==> config.mk <==
export PLATFORM = sky130hd
export DESIGN_NAME = bicubic_bezier_patch_eval
export DESIGN_NICKNAME = d
export VERILOG_FILES = /design/src/rtl/bbpe_pkg.sv /design/src/rtl/bbpe_store.sv /design/src/rtl/bbpe_form.sv /design/src/rtl/bbpe_eval.sv /design/src/rtl/bicubic_bezier_patch_eval.sv
export SDC_FILE = /design/constraint.sdc
export NUM_CORES = 2
export LEC_CHECK = 0
export BUFFER_PORTS_ARGS = -buffer_cell sky130_fd_sc_hd__buf_2
export CAP_MARGIN = 40
export CORE_MARGIN = 4
export CORE_UTILIZATION = 42
export CTS_BUF_LIST = sky130_fd_sc_hd__clkbuf_16
export DETAILED_ROUTE_END_ITERATION = 12
export PLACE_DENSITY = 0.61
export SLEW_MARGIN = 20
export SYNTH_ARGS = -nofsm -noshare
export SYNTH_HDL_FRONTEND = slang
export SYNTH_SLANG_ARGS = --single-unit
==> constraint.sdc <==
create_clock -name clk -period 24.8 [get_ports clk]
set_input_delay 1.24 -clock clk [delete_from_list [all_inputs] [get_ports clk]]
set_output_delay 1.24 -clock clk [all_outputs]
set_load 0.02 [all_outputs]
==> src/rtl/bbpe_pkg.sv <==
package bbpe_pkg;

  localparam int FRAC_BITS = 16;

  localparam int NUM_ENT = 16;
  localparam int IDX_W   = $clog2(NUM_ENT);
  localparam int CV_W    = 32;            // control value, point value
  localparam int CF_W    = 48;            // coefficient entry
  localparam int ACC_W   = 48;            // evaluation accumulators
  localparam int PRM_W   = 17;            // s, t and their powers

  // shared multiplier: 48-bit operands go through in two halves
  localparam int SPLIT = 24;
  localparam int MA_W  = SPLIT + 1;
  localparam int MB_W  = PRM_W + 1;
  localparam int PROD_W = MA_W + MB_W;
  localparam int LO_W  = SPLIT + PRM_W;

  localparam int ROW_STEPS = 32;          // 16 row terms, two halves each
  localparam int MAC_STEPS = 40;          // plus 4 column terms
  localparam int CNT_W     = $clog2(MAC_STEPS);

  localparam logic [PRM_W-1:0] PRM_ONE = PRM_W'(2 ** FRAC_BITS);

  localparam logic signed [ACC_W-1:0] PV_MAX =
    {{(ACC_W-CV_W+1){1'b0}}, {(CV_W-1){1'b1}}};
  localparam logic signed [ACC_W-1:0] PV_MIN = ~PV_MAX;

  typedef enum logic [1:0] {
    OP_LOAD = 2'd0,
    OP_FORM = 2'd1,
    OP_EVAL = 2'd2,
    OP_NOP  = 2'd3
  } op_t;

  typedef enum logic [1:0] {
    FS_IDLE,
    FS_READ,
    FS_LAST,
    FS_WRITE
  } form_state_t;

  typedef enum logic [2:0] {
    ES_IDLE,
    ES_POW,
    ES_MAC,
    ES_DRAIN,
    ES_HOLD
  } eval_state_t;

  typedef logic signed [3:0] basis_t;

  localparam basis_t BASIS [4][4] = '{
    '{-4'sd1,  4'sd3, -4'sd3,  4'sd1},
    '{ 4'sd3, -4'sd6,  4'sd3,  4'sd0},
    '{-4'sd3,  4'sd3,  4'sd0,  4'sd0},
    '{ 4'sd1,  4'sd0,  4'sd0,  4'sd0}
  };

  typedef struct packed {
    logic             wr_en;
    logic [IDX_W-1:0] addr;
    logic [CV_W-1:0]  data;
  } ctrl_wr_t;

  typedef struct packed {
    logic             wr_en;
    logic [IDX_W-1:0] addr;
    logic [CF_W-1:0]  data;
  } coef_wr_t;

  typedef struct packed {
    logic            done;
    logic [CV_W-1:0] point_value;
    logic            overflow;
  } eval_res_t;

  // v times a basis entry, by shifts and adds
  function automatic logic signed [CF_W-1:0] bz_scale(
    input logic signed [CF_W-1:0] v,
    input basis_t                 b
  );
    logic signed [CF_W-1:0] v3;
    logic signed [CF_W-1:0] res;
    v3 = v + (v <<< 1);
    case (b)
      4'sd1:   res = v;
      -4'sd1:  res = -v;
      4'sd3:   res = v3;
      -4'sd3:  res = -v3;
      -4'sd6:  res = -(v3 <<< 1);
      default: res = '0;
    endcase
    return res;
  endfunction

endpackage

==> src/rtl/bbpe_store.sv <==
module bbpe_store (
  input  logic                                clk,
  input  logic                                rst_n,
  input  bbpe_pkg::ctrl_wr_t                  ctrl_wr,
  input  logic [bbpe_pkg::IDX_W-1:0]          ctrl_rd_addr,
  output logic signed [bbpe_pkg::CV_W-1:0]    ctrl_rd_data,
  input  bbpe_pkg::coef_wr_t                  coef_wr,
  input  logic [bbpe_pkg::IDX_W-1:0]          coef_rd_addr,
  output logic signed [bbpe_pkg::CF_W-1:0]    coef_rd_data
);

  logic [bbpe_pkg::CV_W-1:0] ctrl_mem [bbpe_pkg::NUM_ENT];
  logic [bbpe_pkg::CF_W-1:0] coef_mem [bbpe_pkg::NUM_ENT];

  logic [bbpe_pkg::NUM_ENT-1:0] ctrl_vld_r;
  logic [bbpe_pkg::NUM_ENT-1:0] coef_vld_r;

  logic [bbpe_pkg::CV_W-1:0] ctrl_q_r;
  logic [bbpe_pkg::CF_W-1:0] coef_q_r;
  logic                      ctrl_qv_r;
  logic                      coef_qv_r;

  always_ff @(posedge clk) begin
    if (ctrl_wr.wr_en) begin
      ctrl_mem[ctrl_wr.addr] <= ctrl_wr.data;
    end
    ctrl_q_r <= ctrl_mem[ctrl_rd_addr];
  end

  always_ff @(posedge clk) begin
    if (coef_wr.wr_en) begin
      coef_mem[coef_wr.addr] <= coef_wr.data;
    end
    coef_q_r <= coef_mem[coef_rd_addr];
  end

  // entries never written since reset read as zero
  always_ff @(posedge clk) begin
    if (!rst_n) begin
      ctrl_vld_r <= '0;
      coef_vld_r <= '0;
      ctrl_qv_r  <= 1'b0;
      coef_qv_r  <= 1'b0;
    end else begin
      if (ctrl_wr.wr_en) begin
        ctrl_vld_r[ctrl_wr.addr] <= 1'b1;
      end
      if (coef_wr.wr_en) begin
        coef_vld_r[coef_wr.addr] <= 1'b1;
      end
      ctrl_qv_r <= ctrl_vld_r[ctrl_rd_addr];
      coef_qv_r <= coef_vld_r[coef_rd_addr];
    end
  end

  assign ctrl_rd_data = ctrl_qv_r ? $signed(ctrl_q_r) : '0;
  assign coef_rd_data = coef_qv_r ? $signed(coef_q_r) : '0;

endmodule

==> src/rtl/bbpe_form.sv <==
module bbpe_form (
  input  logic                                clk,
  input  logic                                rst_n,
  input  logic                                start,
  output logic                                busy,
  output logic [bbpe_pkg::IDX_W-1:0]          ctrl_rd_addr,
  input  logic signed [bbpe_pkg::CV_W-1:0]    ctrl_rd_data,
  output logic [bbpe_pkg::IDX_W-1:0]          coef_rd_addr,
  input  logic signed [bbpe_pkg::CF_W-1:0]    coef_rd_data,
  output bbpe_pkg::coef_wr_t                  coef_wr
);

  // Pass 0: T = B*G, one column of G per group, T parked in the coefficient store.
  // Pass 1: C = T*B^T, one row of T per group, written back in place.
  // Both passes: acc[x] += B[x][k] * v[k], then acc[0..3] written out.

  bbpe_pkg::form_state_t state_r, state_nxt;

  logic [1:0] step_r;
  logic [1:0] grp_r;
  logic       pass_r;

  logic signed [bbpe_pkg::CF_W-1:0] acc_r [4];

  logic [1:0]                       k;
  logic                             acc_en;
  logic signed [bbpe_pkg::CF_W-1:0] v;

  always_comb begin
    state_nxt = state_r;
    unique case (state_r)
      bbpe_pkg::FS_IDLE: begin
        if (start) state_nxt = bbpe_pkg::FS_READ;
      end
      bbpe_pkg::FS_READ: begin
        if (step_r == 2'd3) state_nxt = bbpe_pkg::FS_LAST;
      end
      bbpe_pkg::FS_LAST: begin
        state_nxt = bbpe_pkg::FS_WRITE;
      end
      bbpe_pkg::FS_WRITE: begin
        if (step_r == 2'd3) begin
          state_nxt = (pass_r && grp_r == 2'd3) ? bbpe_pkg::FS_IDLE : bbpe_pkg::FS_READ;
        end
      end
      default: state_nxt = bbpe_pkg::FS_IDLE;
    endcase
  end

  always_comb begin
    busy   = (state_r != bbpe_pkg::FS_IDLE);
    // read data belongs to the address of the previous cycle
    k      = (state_r == bbpe_pkg::FS_LAST) ? 2'd3 : step_r - 2'd1;
    acc_en = (state_r == bbpe_pkg::FS_READ && step_r != 2'd0) ||
             (state_r == bbpe_pkg::FS_LAST);
    v      = pass_r ? coef_rd_data
                    : {{(bbpe_pkg::CF_W-bbpe_pkg::CV_W){ctrl_rd_data[bbpe_pkg::CV_W-1]}},
                       ctrl_rd_data};
    ctrl_rd_addr  = {step_r, grp_r};
    coef_rd_addr  = {grp_r, step_r};
    coef_wr.wr_en = (state_r == bbpe_pkg::FS_WRITE);
    coef_wr.addr  = pass_r ? {grp_r, step_r} : {step_r, grp_r};
    coef_wr.data  = acc_r[step_r];
  end

  always_ff @(posedge clk) begin
    if (!rst_n) begin
      state_r <= bbpe_pkg::FS_IDLE;
      step_r  <= 2'd0;
      grp_r   <= 2'd0;
      pass_r  <= 1'b0;
    end else begin
      state_r <= state_nxt;
      if (state_r == bbpe_pkg::FS_IDLE) begin
        step_r <= 2'd0;
        grp_r  <= 2'd0;
        pass_r <= 1'b0;
      end else if (state_r == bbpe_pkg::FS_READ) begin
        step_r <= step_r + 2'd1;
      end else if (state_r == bbpe_pkg::FS_WRITE) begin
        step_r <= step_r + 2'd1;
        if (step_r == 2'd3) begin
          grp_r <= grp_r + 2'd1;
          if (grp_r == 2'd3) pass_r <= ~pass_r;
        end
      end
    end
  end

  always_ff @(posedge clk) begin
    if (state_r == bbpe_pkg::FS_READ && step_r == 2'd0) begin
      for (int x = 0; x < 4; x++) acc_r[x] <= '0;
    end else if (acc_en) begin
      for (int x = 0; x < 4; x++) begin
        acc_r[x] <= acc_r[x] + bbpe_pkg::bz_scale(v, bbpe_pkg::BASIS[x][k]);
      end
    end
  end

endmodule

==> src/rtl/bbpe_eval.sv <==
module bbpe_eval (
  input  logic                                clk,
  input  logic                                rst_n,
  input  logic                                start,
  input  logic [bbpe_pkg::PRM_W-1:0]          s_in,
  input  logic [bbpe_pkg::PRM_W-1:0]          t_in,
  input  logic                                out_free,
  output logic                                busy,
  output logic [bbpe_pkg::IDX_W-1:0]          coef_rd_addr,
  input  logic signed [bbpe_pkg::CF_W-1:0]    coef_rd_data,
  output bbpe_pkg::eval_res_t                 res
);

  // Step m of the MAC phase: m < 32 is row term C[i][j] (j = m[4:3], i = m[2:1]),
  // m >= 32 is column term u[j] (j = m[2:1]); m[0] picks the low or high half.
  // Pipeline: address -> multiply -> combine/accumulate.

  localparam int PW = bbpe_pkg::PRM_W;

  bbpe_pkg::eval_state_t state_r, state_nxt;

  logic [bbpe_pkg::CNT_W-1:0] cnt_r;
  logic [PW-1:0] s_r, t_r, s2_r, s3_r, t2_r, t3_r;
  logic          t3_pend_r;

  logic                       mv_r;
  logic [bbpe_pkg::CNT_W-1:0] mstep_r;
  logic                       pv_r;
  logic [bbpe_pkg::CNT_W-1:0] pstep_r;

  logic signed [bbpe_pkg::PROD_W-1:0] prod_r;
  logic [bbpe_pkg::LO_W-1:0]          lo_r;
  logic signed [bbpe_pkg::ACC_W-1:0]  u_r [4];
  logic signed [bbpe_pkg::ACC_W-1:0]  r_r;

  logic                              m_row;
  logic [1:0]                        sel;
  logic signed [bbpe_pkg::CF_W-1:0]  v_sel;
  logic [PW-1:0]                     p_sel;
  logic signed [bbpe_pkg::MA_W-1:0]  mul_a;
  logic signed [bbpe_pkg::MB_W-1:0]  mul_b;
  logic signed [bbpe_pkg::ACC_W-1:0] term;
  logic                              p_row;

  always_comb begin
    state_nxt = state_r;
    unique case (state_r)
      bbpe_pkg::ES_IDLE: begin
        if (start) state_nxt = bbpe_pkg::ES_POW;
      end
      bbpe_pkg::ES_POW: begin
        if (cnt_r == bbpe_pkg::CNT_W'(3)) state_nxt = bbpe_pkg::ES_MAC;
      end
      bbpe_pkg::ES_MAC: begin
        if (cnt_r == bbpe_pkg::CNT_W'(bbpe_pkg::MAC_STEPS - 1)) state_nxt = bbpe_pkg::ES_DRAIN;
      end
      bbpe_pkg::ES_DRAIN: begin
        if (cnt_r == bbpe_pkg::CNT_W'(1)) state_nxt = bbpe_pkg::ES_HOLD;
      end
      bbpe_pkg::ES_HOLD: begin
        if (out_free) state_nxt = bbpe_pkg::ES_IDLE;
      end
      default: state_nxt = bbpe_pkg::ES_IDLE;
    endcase
  end

  always_comb begin
    busy         = (state_r != bbpe_pkg::ES_IDLE);
    coef_rd_addr = {cnt_r[2:1], cnt_r[4:3]};

    m_row = (mstep_r < bbpe_pkg::CNT_W'(bbpe_pkg::ROW_STEPS));
    sel   = mstep_r[2:1];
    v_sel = m_row ? coef_rd_data : u_r[sel];
    case (sel)
      2'd0:    p_sel = m_row ? s3_r : t3_r;
      2'd1:    p_sel = m_row ? s2_r : t2_r;
      2'd2:    p_sel = m_row ? s_r  : t_r;
      default: p_sel = bbpe_pkg::PRM_ONE;
    endcase

    if (state_r == bbpe_pkg::ES_POW) begin
      case (cnt_r[1:0])
        2'd0:    begin mul_a = $signed(bbpe_pkg::MA_W'(s_r));  mul_b = $signed({1'b0, s_r}); end
        2'd1:    begin mul_a = $signed(bbpe_pkg::MA_W'(t_r));  mul_b = $signed({1'b0, t_r}); end
        2'd2:    begin mul_a = $signed(bbpe_pkg::MA_W'(s2_r)); mul_b = $signed({1'b0, s_r}); end
        default: begin mul_a = $signed(bbpe_pkg::MA_W'(t2_r)); mul_b = $signed({1'b0, t_r}); end
      endcase
    end else begin
      mul_a = mstep_r[0]
              ? {v_sel[bbpe_pkg::CF_W-1], v_sel[bbpe_pkg::CF_W-1:bbpe_pkg::SPLIT]}
              : $signed({1'b0, v_sel[bbpe_pkg::SPLIT-1:0]});
      mul_b = $signed({1'b0, p_sel});
    end

    // floor((hi*2^SPLIT + lo) / 2^FRAC) = hi*2^(SPLIT-FRAC) + floor(lo / 2^FRAC)
    p_row = (pstep_r < bbpe_pkg::CNT_W'(bbpe_pkg::ROW_STEPS));
    term  = (bbpe_pkg::ACC_W'(prod_r) <<< (bbpe_pkg::SPLIT - bbpe_pkg::FRAC_BITS)) +
            $signed(bbpe_pkg::ACC_W'(lo_r >> bbpe_pkg::FRAC_BITS));

    res.done = (state_r == bbpe_pkg::ES_HOLD) && out_free;
    if (r_r > bbpe_pkg::PV_MAX) begin
      res.point_value = bbpe_pkg::PV_MAX[bbpe_pkg::CV_W-1:0];
      res.overflow    = 1'b1;
    end else if (r_r < bbpe_pkg::PV_MIN) begin
      res.point_value = bbpe_pkg::PV_MIN[bbpe_pkg::CV_W-1:0];
      res.overflow    = 1'b1;
    end else begin
      res.point_value = r_r[bbpe_pkg::CV_W-1:0];
      res.overflow    = 1'b0;
    end
  end

  always_ff @(posedge clk) begin
    if (!rst_n) begin
      state_r   <= bbpe_pkg::ES_IDLE;
      cnt_r     <= '0;
      mv_r      <= 1'b0;
      pv_r      <= 1'b0;
      t3_pend_r <= 1'b0;
    end else begin
      state_r   <= state_nxt;
      cnt_r     <= (state_nxt != state_r) ? '0 : cnt_r + bbpe_pkg::CNT_W'(1);
      mv_r      <= (state_r == bbpe_pkg::ES_MAC);
      pv_r      <= mv_r;
      t3_pend_r <= (state_r == bbpe_pkg::ES_POW) && (cnt_r == bbpe_pkg::CNT_W'(3));
    end
  end

  always_ff @(posedge clk) begin
    mstep_r <= cnt_r;
    pstep_r <= mstep_r;
    prod_r  <= mul_a * mul_b;

    if (state_r == bbpe_pkg::ES_IDLE && start) begin
      s_r <= s_in;
      t_r <= t_in;
      r_r <= '0;
      for (int j = 0; j < 4; j++) u_r[j] <= '0;
    end

    // each power passes through prod_r before it lands in its register
    if (state_r == bbpe_pkg::ES_POW) begin
      case (cnt_r[1:0])
        2'd1:    s2_r <= prod_r[bbpe_pkg::FRAC_BITS +: PW];
        2'd2:    t2_r <= prod_r[bbpe_pkg::FRAC_BITS +: PW];
        2'd3:    s3_r <= prod_r[bbpe_pkg::FRAC_BITS +: PW];
        default: ;
      endcase
    end
    if (t3_pend_r) begin
      t3_r <= prod_r[bbpe_pkg::FRAC_BITS +: PW];
    end

    if (pv_r) begin
      if (!pstep_r[0]) begin
        lo_r <= prod_r[bbpe_pkg::LO_W-1:0];
      end else if (p_row) begin
        u_r[pstep_r[4:3]] <= u_r[pstep_r[4:3]] + term;
      end else begin
        r_r <= r_r + term;
      end
    end
  end

endmodule

==> src/rtl/bicubic_bezier_patch_eval.sv <==
// Channel  Ports                                                  Direction  Flow
// in       in_op, in_index, in_control_value, in_s_param, in_t_param  input  in_valid / in_stall
// out      out_point_value, out_overflow                          output     out_valid / out_stall
//
// Load (op 0) and op 3 (dropped) do not raise in_stall.
// Form (op 1) holds in_stall through 8 groups of 4 reads, 1 settle, 4 writes.
// Evaluate (op 2) raises out_valid after the one 25x18 multiplier has worked through its steps:
// 4 power products, 20 terms of two half-products each, the drain state, then the output reg.
// Reset clears both stores through per-entry valid bits; no sweep is needed.
// A result waits in the output register; a finished evaluation holds while it is full and stalled.
module bicubic_bezier_patch_eval (
  input  logic                                clk,
  input  logic                                rst_n,
  input  logic                                in_valid,
  output logic                                in_stall,
  input  logic [1:0]                          in_op,
  input  logic [bbpe_pkg::IDX_W-1:0]          in_index,
  input  logic signed [bbpe_pkg::CV_W-1:0]    in_control_value,
  input  logic [bbpe_pkg::PRM_W-1:0]          in_s_param,
  input  logic [bbpe_pkg::PRM_W-1:0]          in_t_param,
  output logic                                out_valid,
  input  logic                                out_stall,
  output logic signed [bbpe_pkg::CV_W-1:0]    out_point_value,
  output logic                                out_overflow
);

  logic accept;
  logic form_busy;
  logic eval_busy;
  logic form_start;
  logic eval_start;
  logic out_free;

  logic [bbpe_pkg::PRM_W-1:0] s_sat;
  logic [bbpe_pkg::PRM_W-1:0] t_sat;

  bbpe_pkg::ctrl_wr_t  ctrl_wr;
  bbpe_pkg::coef_wr_t  coef_wr;
  bbpe_pkg::eval_res_t eval_res;

  logic [bbpe_pkg::IDX_W-1:0]       ctrl_rd_addr;
  logic signed [bbpe_pkg::CV_W-1:0] ctrl_rd_data;
  logic [bbpe_pkg::IDX_W-1:0]       form_coef_addr;
  logic [bbpe_pkg::IDX_W-1:0]       eval_coef_addr;
  logic [bbpe_pkg::IDX_W-1:0]       coef_rd_addr;
  logic signed [bbpe_pkg::CF_W-1:0] coef_rd_data;

  logic                       out_valid_r;
  logic [bbpe_pkg::CV_W-1:0]  out_value_r;
  logic                       out_ovf_r;

  assign in_stall   = form_busy | eval_busy;
  assign accept     = in_valid & ~in_stall;
  assign form_start = accept && (in_op == bbpe_pkg::OP_FORM);
  assign eval_start = accept && (in_op == bbpe_pkg::OP_EVAL);
  assign out_free   = ~out_valid_r | ~out_stall;

  assign s_sat = (in_s_param > bbpe_pkg::PRM_ONE) ? bbpe_pkg::PRM_ONE : in_s_param;
  assign t_sat = (in_t_param > bbpe_pkg::PRM_ONE) ? bbpe_pkg::PRM_ONE : in_t_param;

  always_comb begin
    ctrl_wr.wr_en = accept && (in_op == bbpe_pkg::OP_LOAD);
    ctrl_wr.addr  = in_index;
    ctrl_wr.data  = in_control_value;
  end

  assign coef_rd_addr = eval_busy ? eval_coef_addr : form_coef_addr;

  bbpe_store u_store (
    .clk          (clk),
    .rst_n        (rst_n),
    .ctrl_wr      (ctrl_wr),
    .ctrl_rd_addr (ctrl_rd_addr),
    .ctrl_rd_data (ctrl_rd_data),
    .coef_wr      (coef_wr),
    .coef_rd_addr (coef_rd_addr),
    .coef_rd_data (coef_rd_data)
  );

  bbpe_form u_form (
    .clk          (clk),
    .rst_n        (rst_n),
    .start        (form_start),
    .busy         (form_busy),
    .ctrl_rd_addr (ctrl_rd_addr),
    .ctrl_rd_data (ctrl_rd_data),
    .coef_rd_addr (form_coef_addr),
    .coef_rd_data (coef_rd_data),
    .coef_wr      (coef_wr)
  );

  bbpe_eval u_eval (
    .clk          (clk),
    .rst_n        (rst_n),
    .start        (eval_start),
    .s_in         (s_sat),
    .t_in         (t_sat),
    .out_free     (out_free),
    .busy         (eval_busy),
    .coef_rd_addr (eval_coef_addr),
    .coef_rd_data (coef_rd_data),
    .res          (eval_res)
  );

  always_ff @(posedge clk) begin
    if (!rst_n) begin
      out_valid_r <= 1'b0;
    end else if (eval_res.done) begin
      out_valid_r <= 1'b1;
    end else if (!out_stall) begin
      out_valid_r <= 1'b0;
    end
  end

  always_ff @(posedge clk) begin
    if (eval_res.done) begin
      out_value_r <= eval_res.point_value;
      out_ovf_r   <= eval_res.overflow;
    end
  end

  assign out_valid       = out_valid_r;
  assign out_point_value = $signed(out_value_r);
  assign out_overflow    = out_ovf_r;

endmodule

# Word-level counts from Yosys, hierarchy flattened
# Memory sizes are Yosys's and may differ from the RTL's. A register that Yosys moved wholly into a read port is not among the register bits.
# Index checks and enable logic that the tools add are counted.
# op_classes
n_addsub,15
n_mul,1
magnitude_cmp,13
eq_ne,44
n_mux,89
bitwise_logic,17
reduce_logical,32
# ops
cell,n
$pmux 48 s5,4
$mux 48,19
$add 48x48->48,7
$neg 48->48,3
$pmux 17 s3,2
$mux 17,5
$mux 25,2
$add 48x26->48,1
$eq 4x4->1 const B,12
$gt 48x32->1 const B,1
$lt 48x32->1 const B,1
$mul 25x18->41,1
$mux 4,10
$gt 17x17->1 const B,2
$mux 33,1
$bmux 4 s2,4
$mux 32,1
$or 16x16->16,2
$mux 1,22
$lt 4x5->1 const B,4
$eq 2x2->1 const B,8
$eq 4x1->1 const B,4
$eq 4x2->1 const B,4
$mux 2,8
35 further kinds,83
# totals
ff_bits,331
mem_bits_rw,1664
inputBits,76
output_inout_bits,35
word_cells,242
mem_count,4
# mem_list
name,depth,word_bits,rd,rd_clocked_by_memory_dff,write_ports,line_no,source
u_store.coef_mem,16,48,1,1,1,bbpe_store.sv:13,logic [bbpe_pkg::CF_W-1:0] coef_mem [bbpe_pkg::NUM_ENT];
u_store.ctrl_mem,16,32,1,1,1,bbpe_store.sv:12,logic [bbpe_pkg::CV_W-1:0] ctrl_mem [bbpe_pkg::NUM_ENT];
u_eval.u_r,4,48,2,2,5,bbpe_eval.sv:33,logic signed [bbpe_pkg::ACC_W-1:0] u_r [4];
u_form.acc_r,4,48,5,1,4,bbpe_form.sv:23,logic signed [bbpe_pkg::CF_W-1:0] acc_r [4];

# Depth between registers and ports, before layout
# logic_depth
ltp_word,12
depth_mapped,38
ltp_nobuf,35

# Cells and area by module
# Synthesis repeated with hierarchy kept, for this count alone.
# unflattened
cells_unflattened,9682
area_unflattened_um2,119558.4
# modules_own_cells
module,n_inst,cells_per_inst,area_each_um2,seq_area_each_um2
bbpe_store,1,2274,51389.3,40719.1
bbpe_eval,1,3980,39759.4,11801.3
bbpe_form,1,3335,26959.6,5945.7
bicubic_bezier_patch_eval,1,93,1450.1,1011.0

# Least setup slack after synthesis
# Ideal clock, no wire load.
# synth_timing
path_type,reg2reg
from,reg u_eval.cnt_r[1] (netlist name)
to,reg u_eval.prod_r[40] (netlist name)
setup_ns,0.072
arrival_ns,8.067
t_required_ns,24.728
slack_ns,16.661
path_stages_with_launch,34
n_path_buf,3
synth_period_minus_slack_ns,8.139
path_cell_list,dfxtp_1 inv_1 ha_1 clkbuf_1 nor2_1 clkbuf_1 mux2i_1 o22ai_1 clkbuf_1 nand2_1 fa_1 inv_1 fa_1 inv_1 fa_1 inv_1 fa_1 fa_1 fa_1 ha_1 a21oi_1 o21bai_1 a21o_1 a21oi_1 nand2_1 a21oi_1 nor3_1 a2111oi_0 a211oi_1 o2111ai_1 a21oi_1 a21o_1 a21oi_1 xnor2_1
# synth_via
elab_chain_len,5
word_cells_on_any_way,9
classes_between,mul (1); eq/ne (2); mux (4); reduce/logical (2)
# synth_rtl
element,line_no,source
from (decl),bbpe_eval.sv:22,logic [bbpe_pkg::CNT_W-1:0] cnt_r;
from (signal assigned),bbpe_eval.sv:122,cnt_r <= (state_nxt != state_r) ? '0 : cnt_r + bbpe_pkg::CNT_W'(1);
$eq 2x2->1 / $logic_not 2->1 (equally long branches),bbpe_eval.sv:82,case (cnt_r[1:0])
$reduce_or 2->1 (no source line),n/a,
$mux 17,bbpe_eval.sv:82,
$mux 17,bbpe_eval.sv:81,if (state_r == bbpe_pkg::ES_POW) begin
$mul 25x18->41 *,bbpe_eval.sv:132,prod_r <= mul_a * mul_b;
to (signal assigned),bbpe_eval.sv:132,
to (decl),bbpe_eval.sv:31,logic signed [bbpe_pkg::PROD_W-1:0] prod_r;
# Every way passes the cells marked *; elsewhere a longest branch is shown, timed or not.
# A chain may end at the register's enable or synchronous reset.

# Worst setup path after layout
# layout_timing
from,reg u_store.coef_qv_r
to,reg u_eval.prod_r[39] (netlist name)
# layout_via
elab_chain_len,5
# layout_rtl
element,line_no,source
from (decl),bbpe_store.sv:21,logic coef_qv_r;
from (signal assigned),bbpe_store.sv:52,coef_qv_r <= coef_vld_r[coef_rd_addr];
$mux 48,bbpe_store.sv:57,assign coef_rd_data = coef_qv_r ? $signed(coef_q_r) : '0;
$mux 48,bbpe_eval.sv:73,v_sel = m_row ? coef_rd_data : u_r[sel];
$mux 25,bbpe_eval.sv:90,"? {v_sel[bbpe_pkg::CF_W-1], v_sel[bbpe_pkg::CF_W-1:bbpe_pkg::SPLIT]}"
$mux 25,bbpe_eval.sv:81,
$mul 25x18->41,bbpe_eval.sv:132,
# Every way passes these cells.

==> results.yml <==
synthesis:
  yosys.area.top_type: "edfxtp_1"
  syn-cell-area_um2: 117000
  synthTopCellsByCount: "edfxtp_1, nand2_1, nor2_1, inv_1, a21oi_1"
  synth_most_common_cell: "edfxtp_1"
  synth_top_area_share_pct: 46.6
  synthTopCellsByArea: "edfxtp_1, fa_1, mux4_2"
  synth-seq-area-share_pct: 50.6
  avgSynthCellArea_um2: 11.7
  netlist_instances: 10016
  async_flop_share_pct: 0
  synth_ff_type: "edfxtp_1"
  ys_ff_latch: 2059
  ys_types: 106
  synthesis.nets: 10991
  synth_edf_count: 1824
  synth.yosys.warnings: 0
place:
  gp_congestion: 0.949
  placed_cell_area_um2: 123000
  detailed_place_hpwl_um: 247000
  io_buffers: 110
setup_path:
  path_depth: 31
  rr_endpoint: "u_eval.prod_r[39]$_DFF_P_"
  reg2reg_depth: 31
  cp-end-kind: "flip-flop"
  cp-endpoint: "u_eval.prod_r[39]$_DFF_P_"
  path_buf_inv: 6
  cp_top_family: "adder cells"
  crit_required_ns: 25.53
  cpMostUsedCell: "fa_1"
  start_kind: "flip-flop"
  r2r_slack_ns: 14.95
  critPathMaxStageDelay_ns: 0.85
  crit_type: "reg -> reg"
  crit_start: "u_store.coef_qv_r$_SDFF_PN0_"
  path_max_fanout: 38
  r2r-start: "u_store.coef_qv_r$_SDFF_PN0_"
  crit_slowest_cell: "dfxtp_2"
  cp.arrival_ns: 10.59
die:
  fp.dieW_um: 537
  die-area_um2: 288000
  fp.dieH_um: 537
  rows: 193
  coreArea_um2: 277000
  io-pin-count: 111
  initial_core_util_pct: 42.3
global_routing:
  grt-ovfl-total: 0
  grt_pass1_wl_um: 530000
  grt_usage_pct: 24.4
  grt_max_degree: 186
  grt_pass1_vias: 81512
  grt_antenna_before_repair: 23
timing:
  max_freq_ghz: 0.102
  rsz0062_at_grt: "false"
  period_needed_ns: 9.85
  fin_worst_skew_ns: 0.119
  timing_hold_violations_final: 0
  tightest_slew_ns: 1.03
  min_period_over_period_pct: 39.7
  worst_hold_slack_ns: 0.325
  setup_viol: 0
  slew_headroom_pct: 31.7
  maxSlewViolCount: 0
  setup_tns_ns: 0
final_layout:
  areaGrowthSynthToFinish_pct: 11.2
  drive_above_1_share_pct: 11.1
  final_nets: 11023
  final_cell_area_um2: 131000
clocking:
  cts_setup_buffers: 0
  cts-htree-levels: 4
  cts_buffer_depth: 4
  cts_resized: 0
  clock_latency_ns: 0.92
  clock-root-buffer: "clkbuf_16"
  cts_inserted_buffers: 216
  cts_tree: "done"
  cts.clk_slew.worst_paths_ns: 0.06
  clkSinkCount: 2059
  cts_hold_buffers: 0
route:
  post_drt_wl_per_cell_um: 25.7
  drc_errors: 0
  via_count: 82106
  drt_iter0_drc: 8055
  routed_wl_um: 359000
  drt_pass1_iterations: 9
  ant_nets: 0
  viasPerCell: 5.89
worst_hold_path:
  hold_path_class: "reg -> reg"
power:
  p_per_area_nw_per_um2: 99.7
  fin_total_pwr_mw: 13.0
  p_leak_nw: 49.6
  peakVddDrop_v: 0.000204
job:
  drv_cap: 0
outcome:
  status: "finished, final reports clean"
[worst min path at each step]
stage / start / end / depth (start not counted)
after CTS: u_eval.mstep_r[3]$_DFF_P_ / u_eval.pstep_r[3]$_DFF_P_ / 0
after detailed placement: u_eval.mstep_r[3]$_DFF_P_ / u_eval.pstep_r[3]$_DFF_P_ / 0
final: u_eval.mstep_r[3]$_DFF_P_ / u_eval.pstep_r[3]$_DFF_P_ / 0
after global placement: u_eval.mstep_r[3]$_DFF_P_ / u_eval.pstep_r[3]$_DFF_P_ / 0
after global routing: u_eval.mstep_r[3]$_DFF_P_ / u_eval.pstep_r[3]$_DFF_P_ / 0
after floorplan: u_eval.mstep_r[3]$_DFF_P_ / u_eval.pstep_r[3]$_DFF_P_ / 0
[metrics by stage]
step | setup WS [ns] | util (%) | cells
2_1_floorplan | 16.66 | - | 10016
3_3_place_gp | 14.50 | 44.1 | 13460
3_5_place_dp | 15.22 | 44.5 | 13525
4_1_cts | 15.13 | 47.0 | 13921
5_1_grt | 14.55 | 47.1 | 13934
6_report | 14.95 | 47.1 | 13948
[layer usage]
layer	routed length [µm]	GRT usage [%]	up-vias
met4	18400	10.9	8
li1	-	-	36690
met3	25900	3.99	662
met1	144000	31.8	41646
met5	43	0	-
met2	170000	40.2	3100
[placed cells by master, fill, tap and decap left out, drive strengths merged, types with 38 or more instances in the layout]
cell type  synthesis  final
a211oi           289    289
a21o             250    250
a21oi            505    505
a222oi            48     48
a311oi           104    104
a31oi            131    131
and2             257    257
and3              69     69
buf               59    334
clkbuf           465    223
clkinv             1     91
dfxtp            235    235
edfxtp          1824   1824
fa               411    411
ha               488    488
inv              702    751
mux2i             63     63
mux4             309    309
nand2           1127   1127
nand2b            51     51
nand3            140    140
nand4             50     50
nor2             788    788
nor2b             94     94
nor3             114    114
o211ai            50     50
o21a              52     52
o21ai            331    331
o21bai            61     61
o22ai             80     80
or3               38     38
xnor2            287    287
xor2             166    166
[logic make-up after synthesis]
| group | Yosys count | synth area share [%] |
|---|---|---|
| fa+ha+maj | 899 | 12.2 |
| xor+xnor | 454 | 3.42 |
| flops | 2059 | 50.6 |
| mux | 379 | 6.53 |
| simple gates | 2855 | 11.1 |
| compound gates | 2143 | 12.2 |
| buf+inv | 1227 | 3.95 |
[where the power goes]
part	internal (mW)	switching, mW
logic	2.01	3.35
registers	4.21	0.222
clock network	1.87	1.38
total	8.08	4.96
[flip-flops by register name, summed over array words and instances (netlist names), 4 cells and up, named ones only]
signal and count:
u_eval.cnt_r 6, u_eval.s_r 17, u_eval.s2_r 17, u_eval.pstep_r 4, u_store.ctrl_q_r 32, out_point_value 32, u_eval.t2_r 17, u_eval.t_r 17
u_eval.s3_r 17, u_form.acc_r 192, u_eval.mstep_r 6, u_eval.lo_r 25, u_store.coef_mem 768, u_eval.r_r 48, u_eval.u_r 192, u_store.coef_q_r 48
u_store.ctrl_vld_r 16, u_eval.t3_r 17, u_store.coef_vld_r 16, u_store.ctrl_mem 512, u_eval.prod_r 41
[worst register-to-register path: cells and delay by family (launching register included)]
family          cells  cell delay (ns)
compound gates     12             2.65
buf+inv             6             1.34
flops               1             0.85
fa+ha+maj           7             3.43
simple gates        5             1.21
xor+xnor            1             0.18
[cell type report]
class                           count  area, µm²
Timing Repair Buffer              338       2920
Clock inverter                    176       1520
Sequential cell                  2059      59500
Tap cell                         3705       4640
Inverter                          703       2640
Antenna cell                       17       42.5
Clock buffer                      220       5510
Multi-Input combinational cell   6730      53900
Fill cell                       24836     147000
Note: power is estimated with default switching activity, not from simulation.
